$ cat config.mk
export PLATFORM = sky130hd
export DESIGN_NAME = mfb_seq
export DESIGN_NICKNAME = d
export VERILOG_FILES = /design/src/mfb_pkg.sv /design/src/mfb_seq.sv
export SDC_FILE = /design/constraint.sdc
export NUM_CORES = 1
export LEC_CHECK = 0
export BUFFER_PORTS_ARGS = -buffer_cell sky130_fd_sc_hd__buf_2
export CAP_MARGIN = 20
export CORE_MARGIN = 2
export CORE_UTILIZATION = 37
export DETAILED_ROUTE_END_ITERATION = 8
export PLACE_DENSITY_LB_ADDON = 0.25
export SLEW_MARGIN = 20
export SYNTH_ARGS = -nofsm -noshare
export SYNTH_HDL_FRONTEND = slang
export SYNTH_SLANG_ARGS = --single-unit
$ cat constraint.sdc
create_clock -name clk -period 12.9 [get_ports clk]
set_input_delay 1.29 -clock clk [delete_from_list [all_inputs] [get_ports clk]]
set_output_delay 1.29 -clock clk [all_outputs]
set_load 0.05 [all_outputs]
$ cat src/mfb_pkg.sv
// Shared types, constants and codes for the one-bit framebuffer draw engine.
// No dependencies; every other file but mfb_ram imports this package.
package mfb_pkg;

    // Default sizes, handed to the top level as parameter defaults
    localparam int DEF_MAX_WIDTH  = 800;
    localparam int DEF_MAX_HEIGHT = 480;
    localparam int DEF_ROW_BITS   = 64;

    // Port field widths
    localparam int CMD_W      = 2;
    localparam int COORD_IN_W = 11;
    localparam int DIM_W      = 10;
    localparam int ROWIN_W    = 64;
    localparam int LEN_W      = 7;
    localparam int RADDR_W    = 16;
    localparam int BYTE_W     = 8;

    // Configuration registers
    localparam int WB_W       = 7;
    localparam int HR_W       = 9;
    localparam int CFG_IDX_W  = 1;
    localparam int CFG_DATA_W = 9;

    localparam logic [CFG_IDX_W-1:0] CFG_WIDTH_BYTES = 1'd0;
    localparam logic [CFG_IDX_W-1:0] CFG_HEIGHT_ROWS = 1'd1;

    localparam logic [WB_W-1:0] WIDTH_BYTES_RESET = 7'd100;
    localparam logic [HR_W-1:0] HEIGHT_ROWS_RESET = 9'd480;

    // Internal widths: clipped coordinates, byte columns, byte addresses
    localparam int COORD_W = 13;
    localparam int BX_W    = 9;
    localparam int TOTAL_W = 16;

    localparam logic [BYTE_W-1:0] FULL_BYTE = 8'hFF;
    localparam logic [BYTE_W-1:0] PIXEL_MSB = 8'h80;

    typedef enum logic [CMD_W-1:0] {
        CMD_CLEAR = 2'd0,
        CMD_FILL  = 2'd1,
        CMD_GLYPH = 2'd2,
        CMD_READ  = 2'd3
    } cmd_t;

    typedef enum logic [3:0] {
        S_IDLE,
        S_PREP,
        S_BASE,
        S_DRAW,
        S_DRAIN,
        S_CLEAR,
        S_READ,
        S_READ_WAIT,
        S_DONE
    } state_t;

    typedef struct packed {
        logic               rd_en;
        logic [TOTAL_W-1:0] rd_addr;
        logic               wr_en;
        logic [TOTAL_W-1:0] wr_addr;
        logic [BYTE_W-1:0]  wr_data;
    } mem_req_t;

    typedef struct packed {
        logic [BYTE_W-1:0] read_data;
        logic              out_of_range;
    } res_t;

endpackage

$ cat src/mfb_seq.sv
// Command sequencer: clipping, byte address generation and read-modify-write.
// Depends on mfb_pkg; drives the frame store through a mem_req_t bundle.
module mfb_seq
    import mfb_pkg::*;
#(
    parameter int MAX_WIDTH  = DEF_MAX_WIDTH,
    parameter int MAX_HEIGHT = DEF_MAX_HEIGHT,
    parameter int ROW_BITS   = DEF_ROW_BITS
) (
    input  logic                         clk,
    input  logic                         rst_n,
    input  logic                         in_valid,
    output logic                         in_stall,
    input  logic [CMD_W-1:0]             command,
    input  logic signed [COORD_IN_W-1:0] x_pos,
    input  logic signed [COORD_IN_W-1:0] y_pos,
    input  logic [DIM_W-1:0]             rect_width,
    input  logic [DIM_W-1:0]             rect_height,
    input  logic [ROWIN_W-1:0]           row_bits,
    input  logic [LEN_W-1:0]             row_length,
    input  logic [RADDR_W-1:0]           read_address,
    input  logic [WB_W-1:0]              width_bytes,
    input  logic [HR_W-1:0]              height_rows,
    output mem_req_t                     mem_req,
    input  logic [BYTE_W-1:0]            rd_data,
    output logic                         res_valid,
    output res_t                         res,
    input  logic                         res_take
);

    localparam int MAX_WB = MAX_WIDTH / 8;
    localparam int GW     = ROW_BITS + 8;

    state_t state_reg, state_next;

    // captured beat
    cmd_t                         cmd_reg;
    logic signed [COORD_IN_W-1:0] x_reg;
    logic signed [COORD_IN_W-1:0] y_reg;
    logic [DIM_W-1:0]             w_reg;
    logic [DIM_W-1:0]             h_reg;
    logic [ROW_BITS-1:0]          bits_reg;
    logic [LEN_W-1:0]             len_reg;
    logic [RADDR_W-1:0]           raddr_reg;

    // working state
    logic [WB_W-1:0]       wb_reg;
    logic [TOTAL_W-1:0]    total_reg;
    logic [TOTAL_W-1:0]    cnt_reg;
    logic [TOTAL_W-1:0]    row_base_reg;
    logic [HR_W-1:0]       row_reg;
    logic [HR_W-1:0]       row_last_reg;
    logic signed [BX_W-1:0] bl_reg;
    logic signed [BX_W-1:0] br_reg;
    logic signed [BX_W-1:0] bx_reg;
    logic [BYTE_W-1:0]     lm_reg;
    logic [BYTE_W-1:0]     rm_reg;
    logic [GW-1:0]         sr_reg;
    logic                  oor_reg;
    res_t                  res_reg;

    // pending write of the RMW pipeline
    logic                  pend_reg;
    logic [TOTAL_W-1:0]    pend_addr_reg;
    logic [BYTE_W-1:0]     pend_mask_reg;

    // setup arithmetic
    logic [WB_W-1:0]          ew;
    logic [HR_W-1:0]          eh;
    logic [TOTAL_W-1:0]       ew_ext;
    logic [TOTAL_W-1:0]       eh_ext;
    logic [TOTAL_W-1:0]       total_c;
    logic signed [COORD_W-1:0] xs, xe, pixlim, xl, xr;
    logic signed [COORD_W-1:0] ys, ye, ylim, yt, yb;
    logic signed [COORD_W-1:0] w_ext, h_ext;
    logic                     fill_empty;
    logic                     glyph_empty;
    logic [LEN_W-1:0]         leng;
    logic [2:0]               off;
    logic [LEN_W:0]           nb_sum;
    logic [3:0]               nb;
    logic [ROW_BITS-1:0]      lenmask;
    logic [ROW_BITS-1:0]      ink;
    logic signed [BX_W-1:0]   bl_glyph;

    // draw datapath
    logic                     col_ok;
    logic [BYTE_W-1:0]        fill_mask;
    logic [BYTE_W-1:0]        byte_mask;
    logic [TOTAL_W-1:0]       draw_addr;
    logic [TOTAL_W-1:0]       row_ext;
    logic                     read_oor;
    logic                     last_byte;

    // panel size saturates at the store geometry
    assign ew     = (int'(width_bytes) > MAX_WB) ? WB_W'(MAX_WB) : width_bytes;
    assign eh     = (int'(height_rows) > MAX_HEIGHT) ? HR_W'(MAX_HEIGHT) : height_rows;
    assign ew_ext = TOTAL_W'(ew);
    assign eh_ext = TOTAL_W'(eh);
    assign total_c = ew_ext * eh_ext;

    // rectangle clip, inclusive bounds
    assign w_ext  = signed'(COORD_W'(w_reg));
    assign h_ext  = signed'(COORD_W'(h_reg));
    assign xs     = COORD_W'(x_reg);
    assign ys     = COORD_W'(y_reg);
    assign xe     = xs + w_ext - 13'sd1;
    assign ye     = ys + h_ext - 13'sd1;
    assign pixlim = signed'(COORD_W'({ew, 3'b000})) - 13'sd1;
    assign ylim   = signed'(COORD_W'(eh)) - 13'sd1;
    assign xl     = xs[COORD_W-1] ? '0 : xs;
    assign yt     = ys[COORD_W-1] ? '0 : ys;
    assign xr     = (xe > pixlim) ? pixlim : xe;
    assign yb     = (ye > ylim) ? ylim : ye;
    assign fill_empty = (w_reg == '0) || (h_reg == '0) || (xr < xl) || (yb < yt);

    // glyph row: ink vector, MSB first, aligned to the byte grid
    assign leng     = (int'(len_reg) > ROW_BITS) ? LEN_W'(ROW_BITS) : len_reg;
    assign off      = x_reg[2:0];
    assign nb_sum   = (LEN_W+1)'(off) + (LEN_W+1)'(leng) + (LEN_W+1)'(7);
    assign nb       = 4'(nb_sum >> 3);
    assign lenmask  = ~({ROW_BITS{1'b1}} >> leng);
    assign ink      = ~bits_reg & lenmask;
    assign bl_glyph = BX_W'(x_reg >>> 3);
    assign glyph_empty = (leng == '0) || ys[COORD_W-1] || (ys > ylim);

    // per-byte mask and address
    assign col_ok    = !bx_reg[BX_W-1] && (bx_reg < signed'(BX_W'(wb_reg)));
    assign fill_mask = ((bx_reg == bl_reg) ? lm_reg : FULL_BYTE)
                     & ((bx_reg == br_reg) ? rm_reg : FULL_BYTE);
    assign byte_mask = (cmd_reg == CMD_GLYPH) ? sr_reg[GW-1 -: BYTE_W] : fill_mask;
    assign draw_addr = row_base_reg + TOTAL_W'(bx_reg[BX_W-2:0]);
    assign row_ext   = TOTAL_W'(row_reg);
    assign read_oor  = (TOTAL_W'(raddr_reg) >= total_reg);
    assign last_byte = (bx_reg == br_reg) && (row_reg == row_last_reg);

    assign res = res_reg;

    always_ff @(posedge clk or negedge rst_n)
    begin
        if (!rst_n)
        begin
            state_reg <= S_IDLE;
            pend_reg  <= 1'b0;
        end
        else
        begin
            state_reg <= state_next;
            pend_reg  <= (state_reg == S_DRAW) && col_ok;
        end
    end

    always_comb
    begin
        state_next      = state_reg;
        in_stall        = 1'b1;
        res_valid       = 1'b0;
        mem_req.rd_en   = 1'b0;
        mem_req.rd_addr = draw_addr;
        // write side of the RMW: read data lands in the cycle after the read
        mem_req.wr_en   = pend_reg;
        mem_req.wr_addr = pend_addr_reg;
        mem_req.wr_data = rd_data & ~pend_mask_reg;
        case (state_reg)
            S_IDLE:
            begin
                in_stall = 1'b0;
                if (in_valid)
                begin
                    state_next = S_PREP;
                end
            end
            S_PREP:
            begin
                case (cmd_reg)
                    CMD_CLEAR: state_next = (total_c == '0) ? S_DONE : S_CLEAR;
                    CMD_FILL:  state_next = fill_empty ? S_DONE : S_BASE;
                    CMD_GLYPH: state_next = glyph_empty ? S_DONE : S_BASE;
                    CMD_READ:  state_next = S_READ;
                    default:   state_next = S_DONE;
                endcase
            end
            S_BASE:
            begin
                state_next = S_DRAW;
            end
            S_DRAW:
            begin
                mem_req.rd_en = col_ok;
                if (last_byte)
                begin
                    state_next = S_DRAIN;
                end
            end
            S_DRAIN:
            begin
                state_next = S_DONE;
            end
            S_CLEAR:
            begin
                mem_req.wr_en   = 1'b1;
                mem_req.wr_addr = cnt_reg;
                mem_req.wr_data = FULL_BYTE;
                if (cnt_reg == total_reg - 16'd1)
                begin
                    state_next = S_DONE;
                end
            end
            S_READ:
            begin
                mem_req.rd_en   = !read_oor;
                mem_req.rd_addr = TOTAL_W'(raddr_reg);
                state_next      = S_READ_WAIT;
            end
            S_READ_WAIT:
            begin
                state_next = S_DONE;
            end
            S_DONE:
            begin
                res_valid = 1'b1;
                if (res_take)
                begin
                    state_next = S_IDLE;
                end
            end
            default:
            begin
                state_next = S_IDLE;
            end
        endcase
    end

    always_ff @(posedge clk)
    begin
        pend_addr_reg <= draw_addr;
        pend_mask_reg <= byte_mask;
        case (state_reg)
            S_IDLE:
            begin
                if (in_valid)
                begin
                    cmd_reg   <= cmd_t'(command);
                    x_reg     <= x_pos;
                    y_reg     <= y_pos;
                    w_reg     <= rect_width;
                    h_reg     <= rect_height;
                    bits_reg  <= row_bits[ROW_BITS-1:0];
                    len_reg   <= row_length;
                    raddr_reg <= read_address;
                end
            end
            S_PREP:
            begin
                wb_reg    <= ew;
                total_reg <= total_c;
                cnt_reg   <= '0;
                res_reg   <= '0;
                lm_reg    <= FULL_BYTE >> xl[2:0];
                rm_reg    <= BYTE_W'($signed(PIXEL_MSB) >>> xr[2:0]);
                sr_reg    <= {ink, 8'h00} >> off;
                if (cmd_reg == CMD_GLYPH)
                begin
                    row_reg      <= ys[HR_W-1:0];
                    row_last_reg <= ys[HR_W-1:0];
                    bl_reg       <= bl_glyph;
                    bx_reg       <= bl_glyph;
                    br_reg       <= bl_glyph + signed'(BX_W'(nb)) - 9'sd1;
                end
                else
                begin
                    row_reg      <= yt[HR_W-1:0];
                    row_last_reg <= yb[HR_W-1:0];
                    bl_reg       <= BX_W'(xl >>> 3);
                    bx_reg       <= BX_W'(xl >>> 3);
                    br_reg       <= BX_W'(xr >>> 3);
                end
            end
            S_BASE:
            begin
                row_base_reg <= row_ext * TOTAL_W'(wb_reg);
            end
            S_DRAW:
            begin
                if (bx_reg == br_reg)
                begin
                    if (row_reg != row_last_reg)
                    begin
                        row_reg      <= row_reg + 9'd1;
                        bx_reg       <= bl_reg;
                        row_base_reg <= row_base_reg + TOTAL_W'(wb_reg);
                    end
                end
                else
                begin
                    bx_reg <= bx_reg + 9'sd1;
                    sr_reg <= sr_reg << BYTE_W;
                end
            end
            S_CLEAR:
            begin
                cnt_reg <= cnt_reg + 16'd1;
            end
            S_READ:
            begin
                oor_reg <= read_oor;
            end
            S_READ_WAIT:
            begin
                res_reg.read_data    <= oor_reg ? '0 : rd_data;
                res_reg.out_of_range <= oor_reg;
            end
            default:
            begin
            end
        endcase
    end

endmodule

==> summary.txt, run 1 <==
Run status
  • Outcome: finished clean

Critical path
  • WP data arrival: 7.91 ns
  • Endpoint required time on the critical path: around 13 ns
  • Slowest stage cell on the critical path: buf_4
  • Largest fanout on the critical path: between 50 and 60
  • Kind of critical path: flop to flop
  • Worst path max stage delay: 0.60 ns
  • Critical path launch point type: flop
  • Kind of end point of the critical path: flop

Power and ir drop
  • Power share of the combinational group: between 50% and 60%
  • Areal power density over the cells: 298 nW/µm²
  • Proportion of total power due to net switching: 47.0%
  • Net load switching power: approximately 4100 µW
  • Cell leakage power: around 0.012 µW
  • Internal power: 4660 µW
  • Clock share of power: approximately 14%
  • Part of the total power dissipated in sequential elements: 26.6%
  • VDD IR max: roughly 290 µV

Synth
  • Cell with the most instances after synthesis: edfxtp_1
  • Post-synthesis share of cell area spent on xor and xnor gates: under 10%
  • Cell count after synthesis: 2739
  • Mux cell area share after synthesis: under 10%
  • Fraction of the mapped netlist area in adder cells: 15.7%
  • Net count after synthesis: 3179
  • Count of unique library cells instantiated by Yosys: between 80 and 90
  • Number of warning messages in the yosys log: 0
  • Number of synthesized register bits: 354
  • Area fraction in and, or, nand and nor cells after synthesis: ~14%
  • Proportion of register bits with asynchronous set or reset after synthesis: 1.41%
  • Fraction of synthesized cell area taken by the top area cell type: 37.5%
  • Combinational family with the most area after synthesis: adder cells
  • Synthesized area per cell: 9.51 µm²
  • Top cell type by total area after synthesis: edfxtp_1
  • Synth area leaders: edfxtp_1 (37%), ha_1 (10%), fa_1 (5.6%)
  • Most frequent cells after synthesis: edfxtp_1 (325), nand2_1 (311), inv_1 (259)
  • Mapped Area: 26000 µm²
  • Compound-cell area share of the yosys netlist: a little over an eighth
  • Synth Flop Type: edfxtp_1
  • Post-synth EDFFs: ~330
  • Sequential fraction of the synthesis area: between 30% and 40%

Clock tree
  • Bufs on Longest Clock Path: 3
  • TritonCTS Sinks: between 300 and 400
  • Root buffer cell: clkbuf_16
  • Hold-fix buffers, CTS: 0
  • Buffers inserted by post-CTS timing repair: 0
  • Clock insertion delay at the later pin of the skew report: 0.62 ns
  • Clock input transition at the sequential cells of the worst setup and hold paths: 0.06 ns
  • Resized cells post-CTS: 0
  • Total CTS buffers: 44
  • TritonCTS clock tree: built
  • Deepest level of the CTS H-tree: 2

Finish
  • Post-layout nets: 3326
  • Finished Core Util: a little over two fifths
  • Non-filler cells, final: about 3900
  • Largest register FFs: 71
  • Layout-stage area growth over the synthesis result: 13.0%
  • Ratio of cells with drive above 1 in the final layout: 12.9%
  • Final Cell Area: a little under 30000 µm²

Placement
  • Placement Cell Area: 28000 µm²
  • Worst slack at placement: between 5 and 6 ns
  • Half-perimeter wire length after detailed placement: 59100 µm
  • GP Congestion: between 0.9 and 1
  • # placed instances: between 3000 and 4000
  • Quantity of I/O buffers inserted on ports: 211

STA
  • Slew at the pin closest to its max-slew limit: 1.02 ns
  • Max-Slew Margin vs Limit: 31.7%
  • Setup WS post-layout: 5.45 ns
  • RSZ-0062 raised after global routing: no
  • Final-report hold violation count: 0
  • Aggregate negative setup slack: 0 ns
  • Final clock skew: roughly 0.043 ns
  • Post-layout minimum cycle time: 7.45 ns
  • Final setup viols: 0
  • Timing-limited maximum frequency: 134 MHz
  • Period Utilization, post-route: 57.7%
  • Max-slew violation count: 0

Floorplan
  • Die width: ~270 µm
  • Number of placed I/O pins: 212
  • Effective utilization at floorplan: 37.3%
  • Die ar.: 72500 µm²
  • Cell Rows: 97
  • Area of the placeable core: 69900 µm²
  • Die Span Y: ~270 µm

Drt
  • Vias: between 20000 and 25000
  • Final antenna-violating net count: 0
  • Remaining design rule violation count: 0
  • Post-detailed-route via-to-cell ratio: approximately 5.3
  • Total wire length: between 70000 and 80000 µm
  • Initial detailed-routing violation count: 1730
  • Drt pass-1 iters: 8
  • Average wire per standard cell: approximately 20 µm

Global route
  • Number of global-route vias before repair: 20622
  • GRT Overall Usage: between 20% and 30%
  • Maximum number of pins on one net before global-route repair: 83
  • First-pass GRT wire length: about 120000 µm
  • GR Overflow Total: 0
  • Initial antenna violation count: 1

Job
  • Max-cap violation count: 0

Min path
  • Type of the worst min-delay path: flop to flop
==> cells by family after synthesis <==
family	after synthesis
adder cells (fa/ha/maj)	283
AND/OR/NAND/NOR	822
buffers and inverters	393
multiplexers	143
AO/OA/AOI/OAI	588
flip-flops	354
XOR/XNOR	156
==> metrics by stage <==
stage	hold WS [ns]	power, µW
2_1_floorplan	0.441	6160
3_3_place_gp	0.509	7400
3_5_place_dp	0.511	7500
4_1_cts	0.504	8820
5_1_grt	0.517	9530
6_report	0.506	8790
==> power by group through the flow <==
stage                     sequential [µW]  combinational (µW)  clock, µW
final                                2340                5190       1260
after global routing                 2380                5820       1340
after global placement               2350                5060          0
after floorplan                      2170                4000          0
after detailed placement             2350                5150          0
after CTS                            2330                5200       1290
==> layer usage <==
layer / vias up / part of all wire (%) / GRT usage, %
li1: 9882 / - / -
met1: 9897 / 46 / 29.0
met2: 713 / 44 / 32.7
met3: 121 / 7.0 / 3.82
met4: 0 / 3.0 / 6.42
met5: - / 0 / 0
==> critical path, delay by kind of cell, from the launching register on <==
family	cells	cell delay, ns
compound gates	16	3.12
xor+xnor	1	0.18
fa+ha+maj	4	1.19
buf+inv	6	1.39
flops	1	0.35
simple gates	6	1.02
==> path summary, 6_finish.rpt <==
check | endpoint | from | slack (ns) | cells past startpoint
setup / recovery | state_reg[1]$_DFFE_PN0P_ | x_reg[2]$_DFFE_PP_ | 5.45 | 33
hold / removal | sr_reg[43]$_DFFE_PP_ | sr_reg[35]$_DFFE_PP_ | 0.51 | 2
setup reg to reg | state_reg[1]$_DFFE_PN0P_ | x_reg[2]$_DFFE_PP_ | 5.45 | 33
hold reg to reg | sr_reg[43]$_DFFE_PP_ | sr_reg[35]$_DFFE_PP_ | 0.51 | 2
max in group asynchronous | state_reg[2]$_DFFE_PN0P_ | rst_n | 12.17 | 1
min in group asynchronous | pend_reg$_DFF_PN0_ | rst_n | 0.55 | 1
==> cell type report <==
| cell class | count | area (µm²) |
|---|---|---|
| Timing Repair Buffer | 230 | 1200 |
| Tap cell | 940 | 1180 |
| Sequential cell | 354 | 10400 |
| Clock buffer | 52 | 1140 |
| Inverter | 264 | 991 |
| Antenna cell | 1 | 2.50 |
| Multi-Input combinational cell | 1992 | 14200 |
| Fill cell | 6968 | 40500 |
| Clock inverter | 27 | 332 |
==> cells in the final DEF (no fill, tap or decap), drive strengths merged, types with 5 or more instances in the layout <==
| master | count |
|---|---|
| o21a | 16 |
| o21bai | 16 |
| a21oi | 225 |
| and2 | 38 |
| o21ai | 183 |
| nor3 | 49 |
| edfxtp | 325 |
| mux2 | 46 |
| a22o | 6 |
| xnor2 | 88 |
| nand2b | 26 |
| o31ai | 8 |
| or2 | 6 |
| nor4 | 11 |
| a221oi | 5 |
| clkbuf | 52 |
| o211ai | 11 |
| dfxtp | 24 |
| nand4 | 20 |
| ha | 208 |
| clkinv | 20 |
| mux2i | 95 |
| dfrtp | 5 |
| xor2 | 67 |
| or3 | 17 |
| clkinvlp | 5 |
| or4 | 7 |
| and3 | 21 |
| nor2b | 22 |
| buf | 230 |
| a211oi | 17 |
| nand2 | 311 |
| o22ai | 10 |
| fa | 73 |
| nand3 | 55 |
| a31oi | 11 |
| nor2 | 225 |
| inv | 262 |
| a21o | 34 |
Power figures use the tool's default switching activity.
==> run 2, diff against run 1 <==
==> constraint.sdc (replaced) <==
create_clock -name clk -period 6.7 [get_ports clk]
set_input_delay 0.67 -clock clk [delete_from_list [all_inputs] [get_ports clk]]
set_output_delay 0.67 -clock clk [all_outputs]
set_load 0.05 [all_outputs]
==> run 2 against run 1 <==
Global-route usage grew 0.52 points; non-clock buffer count grew 16; die area is the same; flip-flop and latch count unchanged; clock power is 97% higher; first-iteration DRC count rose by 3.4%; via count rose by 1.1%; cell count rose by 0.49%; sequential share of layout area is 0.20 points lower; highest routed layer is now met5.
==> summary.txt, run 2 (synthesis gave the netlist of run 1 again) <==
Critical path
  • Worst setup path startpoint: y_reg[3]$_DFFE_PP_
  • Endpoint required time on the critical path: 7.16 ns (-6.20 ns)
  • Kind of end point of the critical path: flop
  • Cell depth of the worst flop-to-flop path: 26 (-21%)
  • Critical path launch point type: flop
  • Reg2Reg Setup Slack: 0.39 ns (-5.07 ns)
  • Kind of critical path: flop to flop
  • Worst Setup EP: state_reg[1]$_DFFE_PN0P_
  • WP data arrival: 6.78 ns (-1.13 ns)
  • Beginning of the worst register-to-register path: y_reg[3]$_DFFE_PP_
  • Destination of the worst register-to-register timing path: state_reg[1]$_DFFE_PN0P_
  • Largest fanout on the critical path: 11 (-81%)

Clock tree
  • Buffers inserted by post-CTS timing repair: 0 (unchanged)
  • TritonCTS Sinks: 354 (unchanged)
  • Bufs on Longest Clock Path: 3 (unchanged)
  • Root buffer cell: clkbuf_16
  • TritonCTS clock tree: built
  • Total CTS buffers: 45 (+2.3%)
  • Clock insertion delay at the later pin of the skew report: 0.61 ns (about the same)
  • Clock input transition at the sequential cells of the worst setup and hold paths: 0.06 ns (about the same)
  • Deepest level of the CTS H-tree: 2 (unchanged)

Finish
  • Most used cells in the layout excluding fill and tap cells: edfxtp_1 (325), nand2_1 (311), inv_1 (256), nor2_1 (224), a21oi_1 (224)
  • Ratio of cells with drive above 1 in the final layout: 13.6% (+0.69 points)
  • Antenna diodes: 0 (-1)
  • Layout-stage area growth over the synthesis result: 13.7%
  • Largest register FFs: 71 (unchanged)
  • Seq. cell area: 10400 µm² (unchanged)
  • Area taken by multi-input logic gates: 14200 µm² (about the same)
  • Most common cell after layout, fill and taps aside: edfxtp_1
  • Count of fill cells added during filler insertion: 6871 (-1.4%)
  • Post-layout nets: 3343 (+0.51%)

Drt
  • Drt pass-1 iters: 5 (-3)
  • Vias: 20850 (+1.1%)
  • Initial detailed-routing violation count: 1789 (+3.4%)
  • Remaining design rule violation count: 0 (unchanged)
  • Final antenna-violating net count: 0 (unchanged)
  • Post-detailed-route via-to-cell ratio: 5.38 (+0.65%)
  • Average wire per standard cell: 20.2 µm (+1.7%)
  • Total wire length: 78500 µm (+2.2%)

Power and ir drop
  • Cell leakage power: 0.0125 µW (+0.90%)
  • Net load switching power: 8120 µW (+97%)
  • Internal power: 9050 µW (+94%)
  • Total Power: 17200 µW (+95%)
  • Areal power density over the cells: 580 nW/µm² (+94%)
  • Clock share of power: 14.4% (about the same)
  • Proportion of total power due to net switching: 47.3% (+0.32 points)
  • VDD IR max: 547 µV (+88%)
  • Power share of the combinational group: 59.4% (+0.3 points)
  • Part of the total power dissipated in sequential elements: 26.1% (-0.5 points)

Placement
  • Half-perimeter wire length after detailed placement: 60300 µm (+2.0%)
  • Worst slack at placement: 0.215 ns (-5.30 ns)
  • GP Congestion: 0.946 (+0.12%)
  • Quantity of I/O buffers inserted on ports: 211 (unchanged)

Global route
  • Initial antenna violation count: 5 (+4)
  • GRT Overall Usage: 21.3% (+0.52 points)
  • First-pass GRT wire length: 121000 µm (+2.0%)
  • GR Overflow Total: 0 (unchanged)
  • Maximum number of pins on one net before global-route repair: 118 (+42%)
  • Number of global-route vias before repair: 20738 (+0.56%)

Floorplan
  • Number of placed I/O pins: 212 (unchanged)
  • Die width: 269 µm (unchanged)
  • Area of the placeable core: 69900 µm² (unchanged)
  • Cell Rows: 97 (unchanged)
  • Die ar.: 72500 µm² (unchanged)
  • Die Span Y: 269 µm (unchanged)
  • Effective utilization at floorplan: 37.3% (unchanged)

STA
  • Max-Slew Margin vs Limit: 30.0% (-1.7 points)
  • Max-slew violation count: 0 (unchanged)
  • Slew at the pin closest to its max-slew limit: 1.05 ns (+0.0329 ns)
  • Period Utilization, post-route: 94.2% (+36 points)
  • Aggregate negative setup slack: 0 ns (unchanged)
  • Final clock skew: 0.0363 ns (-0.00653 ns)
  • Worst Hold Slack: 0.227 ns (-0.279 ns)
  • RSZ-0062 raised after global routing: no
  • Final setup viols: 0 (unchanged)
  • Setup WS post-layout: 0.386 ns (-5.07 ns)
  • Timing-limited maximum frequency: 158 MHz (+18%)
  • Post-layout minimum cycle time: 6.31 ns (-1.13 ns)
  • Final-report hold violation count: 0 (unchanged)

Run status
  • Outcome: finished clean

Min path
  • Type of the worst min-delay path: input port to flop

Job
  • Max-cap violation count: 0 (unchanged)
[run 2: cell types whose count changed in the layout (fill, tap and decap cells not counted), sizes merged]
cell         previous run  this run
buf                   230       245
bufinv                  4         3
clkbuf                 52        58
clkinv                 20        16
diode                   1         0
dlygate4sd3             0         1
inv                   262       265
[run 2: critical path, cell delays in order, from the launching register on]
cell	delay [ns]
edfxtp_1	0.49
inv_1	0.12
ha_1	0.29
inv_1	0.04
ha_1	0.34
nor2b_1	0.16
o31a_1	0.28
o31ai_2	0.39
a21oi_1	0.14
or2_2	0.31
a21oi_1	0.16
ha_1	0.18
nand3_1	0.07
or4_1	0.50
a2111o_1	0.34
a31o_1	0.39
o21ai_0	0.31
ha_1	0.29
a21o_1	0.18
a21o_1	0.18
a21oi_1	0.19
nand2_1	0.08
a21oi_1	0.17
o21ai_0	0.14
nand4_1	0.12
a211o_1	0.19
o22ai_1	0.09
[run 2: timing repair]
item	in CTS	in global routing
hold endpoints to repair	5	0
resized for setup	0	1
hold buffers	1	0
setup endpoints to repair	0	2
[run 2: final cells by class]
| class | count | area share [%] |
|---|---|---|
| Clock buffer | 58 | 4.17 |
| Clock inverter | 25 | 0.896 |
| Inverter | 264 | 3.35 |
| Multi-Input combinational cell | 1992 | 48.1 |
| Sequential cell | 354 | 35.0 |
| Tap cell | 940 | 3.97 |
| Timing Repair Buffer | 246 | 4.50 |
[run 2: through the flow]
step	instances	utilization (%)	area [µm²]
2_1_floorplan	2739	-	26100
3_3_place_gp	3795	40.2	28100
3_5_place_dp	3795	40.2	28100
4_1_cts	3879	42.3	29600
5_1_grt	3879	42.4	29600
6_report	3879	42.4	29600
[run 2: routing by layer]
| metal | vias to the layer above | wire (µm) | global-route usage, % |
|---|---|---|---|
| met5 | - | 9 | 0 |
| met4 | 2 | 1780 | 5.56 |
| met3 | 117 | 4190 | 2.65 |
| met2 | 650 | 35800 | 34.1 |
| met1 | 10151 | 36800 | 30.4 |
| li1 | 9930 | - | - |
[run 2: worst min path at each step]
stage	from	slack [ns]	to	depth (start not counted)
finish	row_bits[15]	0.23	bits_reg[15]$_DFFE_PP_	1
global route	row_bits[48]	0.21	bits_reg[48]$_DFFE_PP_	1
CTS	row_bits[15]	0.19	bits_reg[15]$_DFFE_PP_	1
detailed placement	lm_reg[7]$_SDFFCE_PP0P_	0.46	pend_mask_reg[7]$_DFF_P_	2
global placement	lm_reg[7]$_SDFFCE_PP0P_	0.48	pend_mask_reg[7]$_DFF_P_	2
floorplan	rst_n	0.37	pend_reg$_DFF_PN0_	0
[run 2: power groups by stage]
stage	clock [µW]	combinational (µW)	sequential, µW
after floorplan	0	7690	4170
after global placement	0	9850	4510
after detailed placement	0	10100	4510
after CTS	2540	10200	4480
after global routing	2610	11400	4570
final	2480	10200	4490
==> run 3, diff against run 2 <==
==> constraint.sdc (replaced) <==
create_clock -name clk -period 5.4 [get_ports clk]
set_input_delay 0.54 -clock clk [delete_from_list [all_inputs] [get_ports clk]]
set_output_delay 0.54 -clock clk [all_outputs]
set_load 0.05 [all_outputs]
==> run 3 against run 2 <==
The flow now finishes with violations (setup timing); sequential share of layout area down 2.9 points; sequential power up 21%; routed wire length up 0.95%; register-to-register slack worse by 0.53 ns; clock-buffer cell count up 3.
==> summary.txt, run 3 (synthesis gave the netlist of run 1 again) <==
Run status
  • Outcome: complete, but fails checks
  • Violations in the final reports: setup timing

Floorplan
  • Die ar.: 72500 µm² (unchanged)
  • Effective utilization at floorplan: 37.3% (unchanged)
  • Area of the placeable core: 69900 µm² (unchanged)
  • Cell Rows: 97 (unchanged)
  • Die Span Y: 269 µm (unchanged)
  • Number of placed I/O pins: 212 (unchanged)
  • Die width: 269 µm (unchanged)

Drt
  • Post-detailed-route via-to-cell ratio: 5.22 (-2.9%)
  • Drt pass-1 iters: 5 (unchanged)
  • Final antenna-violating net count: 0 (unchanged)
  • Initial detailed-routing violation count: 1586 (-11%)
  • Remaining design rule violation count: 0 (unchanged)
  • Average wire per standard cell: 19.1 µm (-5.6%)
  • Total wire length: 79300 µm (+0.95%)
  • Vias: 21637 (+3.8%)

Finish
  • Non-filler cells, final: 4146 (+6.9%)
  • Ratio of cells with drive above 1 in the final layout: 24.0% (+10 points)
  • Post-layout nets: 3609 (+8.0%)
  • Most common cell after layout, fill and taps aside: edfxtp_1
  • Largest register FFs: 71 (unchanged)
  • Count of fill cells added during filler insertion: 6703 (-2.4%)
  • Final Cell Area: 32300 µm² (+9.0%)
  • Layout-stage area growth over the synthesis result: 23.9%
  • Most used cells in the layout excluding fill and tap cells: edfxtp_1 (325), nand2_1 (305), buf_4 (287), inv_1 (233), nor2_1 (217)

Critical path
  • Kind of critical path: flop to flop
  • Worst setup path startpoint: x_reg[1]$_DFFE_PP_
  • Slowest stage cell on the critical path: edfxtp_1
  • Endpoint required time on the critical path: 5.87 ns (-1.29 ns)
  • Critical path launch point type: flop
  • WP data arrival: 6.01 ns (-0.77 ns)
  • Largest fanout on the critical path: 6 (-5)
  • Cell repeated most along the worst path: a21o_1
  • Worst path max stage delay: 0.40 ns (-0.10 ns)
  • Beginning of the worst register-to-register path: x_reg[1]$_DFFE_PP_
  • Kind of end point of the critical path: flop

Power and ir drop
  • Clock share of power: 13.5% (-0.9 points)
  • Proportion of total power due to net switching: 45.0% (-2.3 points)
  • Part of the total power dissipated in sequential elements: 23.8% (-2.3 points)
  • Cell leakage power: 0.0139 µW (+11%)
  • VDD IR max: 512 µV (-6.4%)
  • Power share of the combinational group: 62.7% (+3.3 points)
  • Areal power density over the cells: 708 nW/µm² (+22%)
  • Internal power: 12600 µW (+39%)
  • Net load switching power: 10300 µW (+27%)

Clock tree
  • Root buffer cell: clkbuf_16
  • TritonCTS Sinks: 354 (unchanged)
  • Clock insertion delay at the later pin of the skew report: 0.61 ns (about the same)
  • TritonCTS clock tree: built
  • Total CTS buffers: 44 (-2.2%)
  • Bufs on Longest Clock Path: 3 (unchanged)
  • Deepest level of the CTS H-tree: 2 (unchanged)
  • Clock input transition at the sequential cells of the worst setup and hold paths: 0.07 ns (about the same)

STA
  • Aggregate negative setup slack: -0.259 ns (-0.259 ns)
  • Max-Slew Margin vs Limit: 30.8% (+0.83 points)
  • RSZ-0062 raised after global routing: yes
  • Final clock skew: 0.0596 ns (+0.0234 ns)
  • Final setup viols: 2 (+2)
  • Final-report hold violation count: 0 (unchanged)
  • Timing-limited maximum frequency: 180 MHz (+14%)
  • Max-slew violation count: 0 (unchanged)
  • Post-layout minimum cycle time: 5.54 ns (-0.771 ns)
  • Worst Hold Slack: 0.0955 ns (-0.132 ns)
  • Period Utilization, post-route: 103% (+8.4 points)
  • Slew at the pin closest to its max-slew limit: 1.03 ns (-0.0204 ns)
  • Setup WS post-layout: -0.143 ns (-0.529 ns)

Job
  • Max-cap violation count: 0 (unchanged)

Placement
  • # placed instances: 3997 (+5.3%)
  • Quantity of I/O buffers inserted on ports: 211 (unchanged)
  • Placement Cell Area: 29800 µm² (+6.1%)
  • Half-perimeter wire length after detailed placement: 60900 µm (+1.0%)
  • GP Congestion: 0.931 (-1.6%)

Min path
  • Type of the worst min-delay path: input port to flop
  • Min-delay src: y_pos[2]

Global route
  • GRT Overall Usage: 21.2% (-0.13 points)
  • Initial antenna violation count: 2 (-3)
  • First-pass GRT wire length: 121000 µm (+0.20%)
  • GR Overflow Total: 0 (unchanged)
  • Maximum number of pins on one net before global-route repair: 116 (-1.7%)
  • Number of global-route vias before repair: 21607 (+4.2%)
[run 3: stage by stage]
stage / worst slack, ns / total power, µW / utilization [%]
2_1_floorplan: -0.0518 / 14900 / -
3_3_place_gp: -0.469 / 18700 / 42.6
3_5_place_dp: -0.492 / 18900 / 42.6
4_1_cts: -0.212 / 22400 / 45.5
5_1_grt: -0.384 / 24700 / 46.2
6_report: -0.143 / 22900 / 46.2
[run 3: worst paths after layout]
kind | cells after the start | to | slack, ns
max | 31 | state_reg[1]$_DFFE_PN0P_ | -0.14
min | 1 | y_reg[2]$_DFFE_PP_ | 0.1
max reg2reg | 31 | state_reg[1]$_DFFE_PN0P_ | -0.14
min reg2reg | 2 | sr_reg[29]$_DFFE_PP_ | 0.50
max in group asynchronous | 2 | pend_reg$_DFF_PN0_ | 4.85
min in group asynchronous | 2 | state_reg[0]$_DFFE_PN0P_ | 0.33
[run 3: repair_timing]
| action | 4_1_cts | 5_1_grt |
|---|---|---|
| cloned | 0 | 1 |
| gates resized for setup | 30 | 77 |
| pin swaps | 34 | 44 |
| buffers inserted | 46 | 22 |
| hold endpoints to repair | 5 | 0 |
| setup endpoints to repair | 2 | 6 |
| hold buffers | 1 | 0 |
[run 3: area by class of cell]
class,instances,area (µm²),area share [%]
repair buffers,512,3380,10.5
clock inverters,21,250,0.775
diodes,1,2.50,0.00775
multi-input cells,1993,14900,46.0
flip-flops and latches,354,10400,32.1
clock buffers,61,1270,3.92
inverters,264,996,3.08
well taps,940,1180,3.64
[run 3: power groups by stage]
stage | Sequential (µW) | Combinational [µW] | Clock (µW)
detailed placement | 5470 | 13500 | 0
global route | 5550 | 15900 | 3270
floorplan | 5180 | 9710 | 0
global placement | 5460 | 13200 | 0
CTS | 5430 | 13800 | 3160
finish | 5430 | 14300 | 3090
[run 3: worst max-delay path: cells and delay by family (launching register included)]
family                   cells  cell delay [ns]
buffers and inverters        4             0.36
XOR/XNOR                     1             0.11
flip-flops                   1             0.40
AO/OA/AOI/OAI               16             2.94
adder cells (fa/ha/maj)      4             0.89
AND/OR/NAND/NOR              6             0.70
[run 3: routing by layer]
metal	part of all wire (%)	track usage, %
met5	0	0
met4	2.7	5.98
met3	5.8	3.21
met2	46	34.6
met1	45	29.1
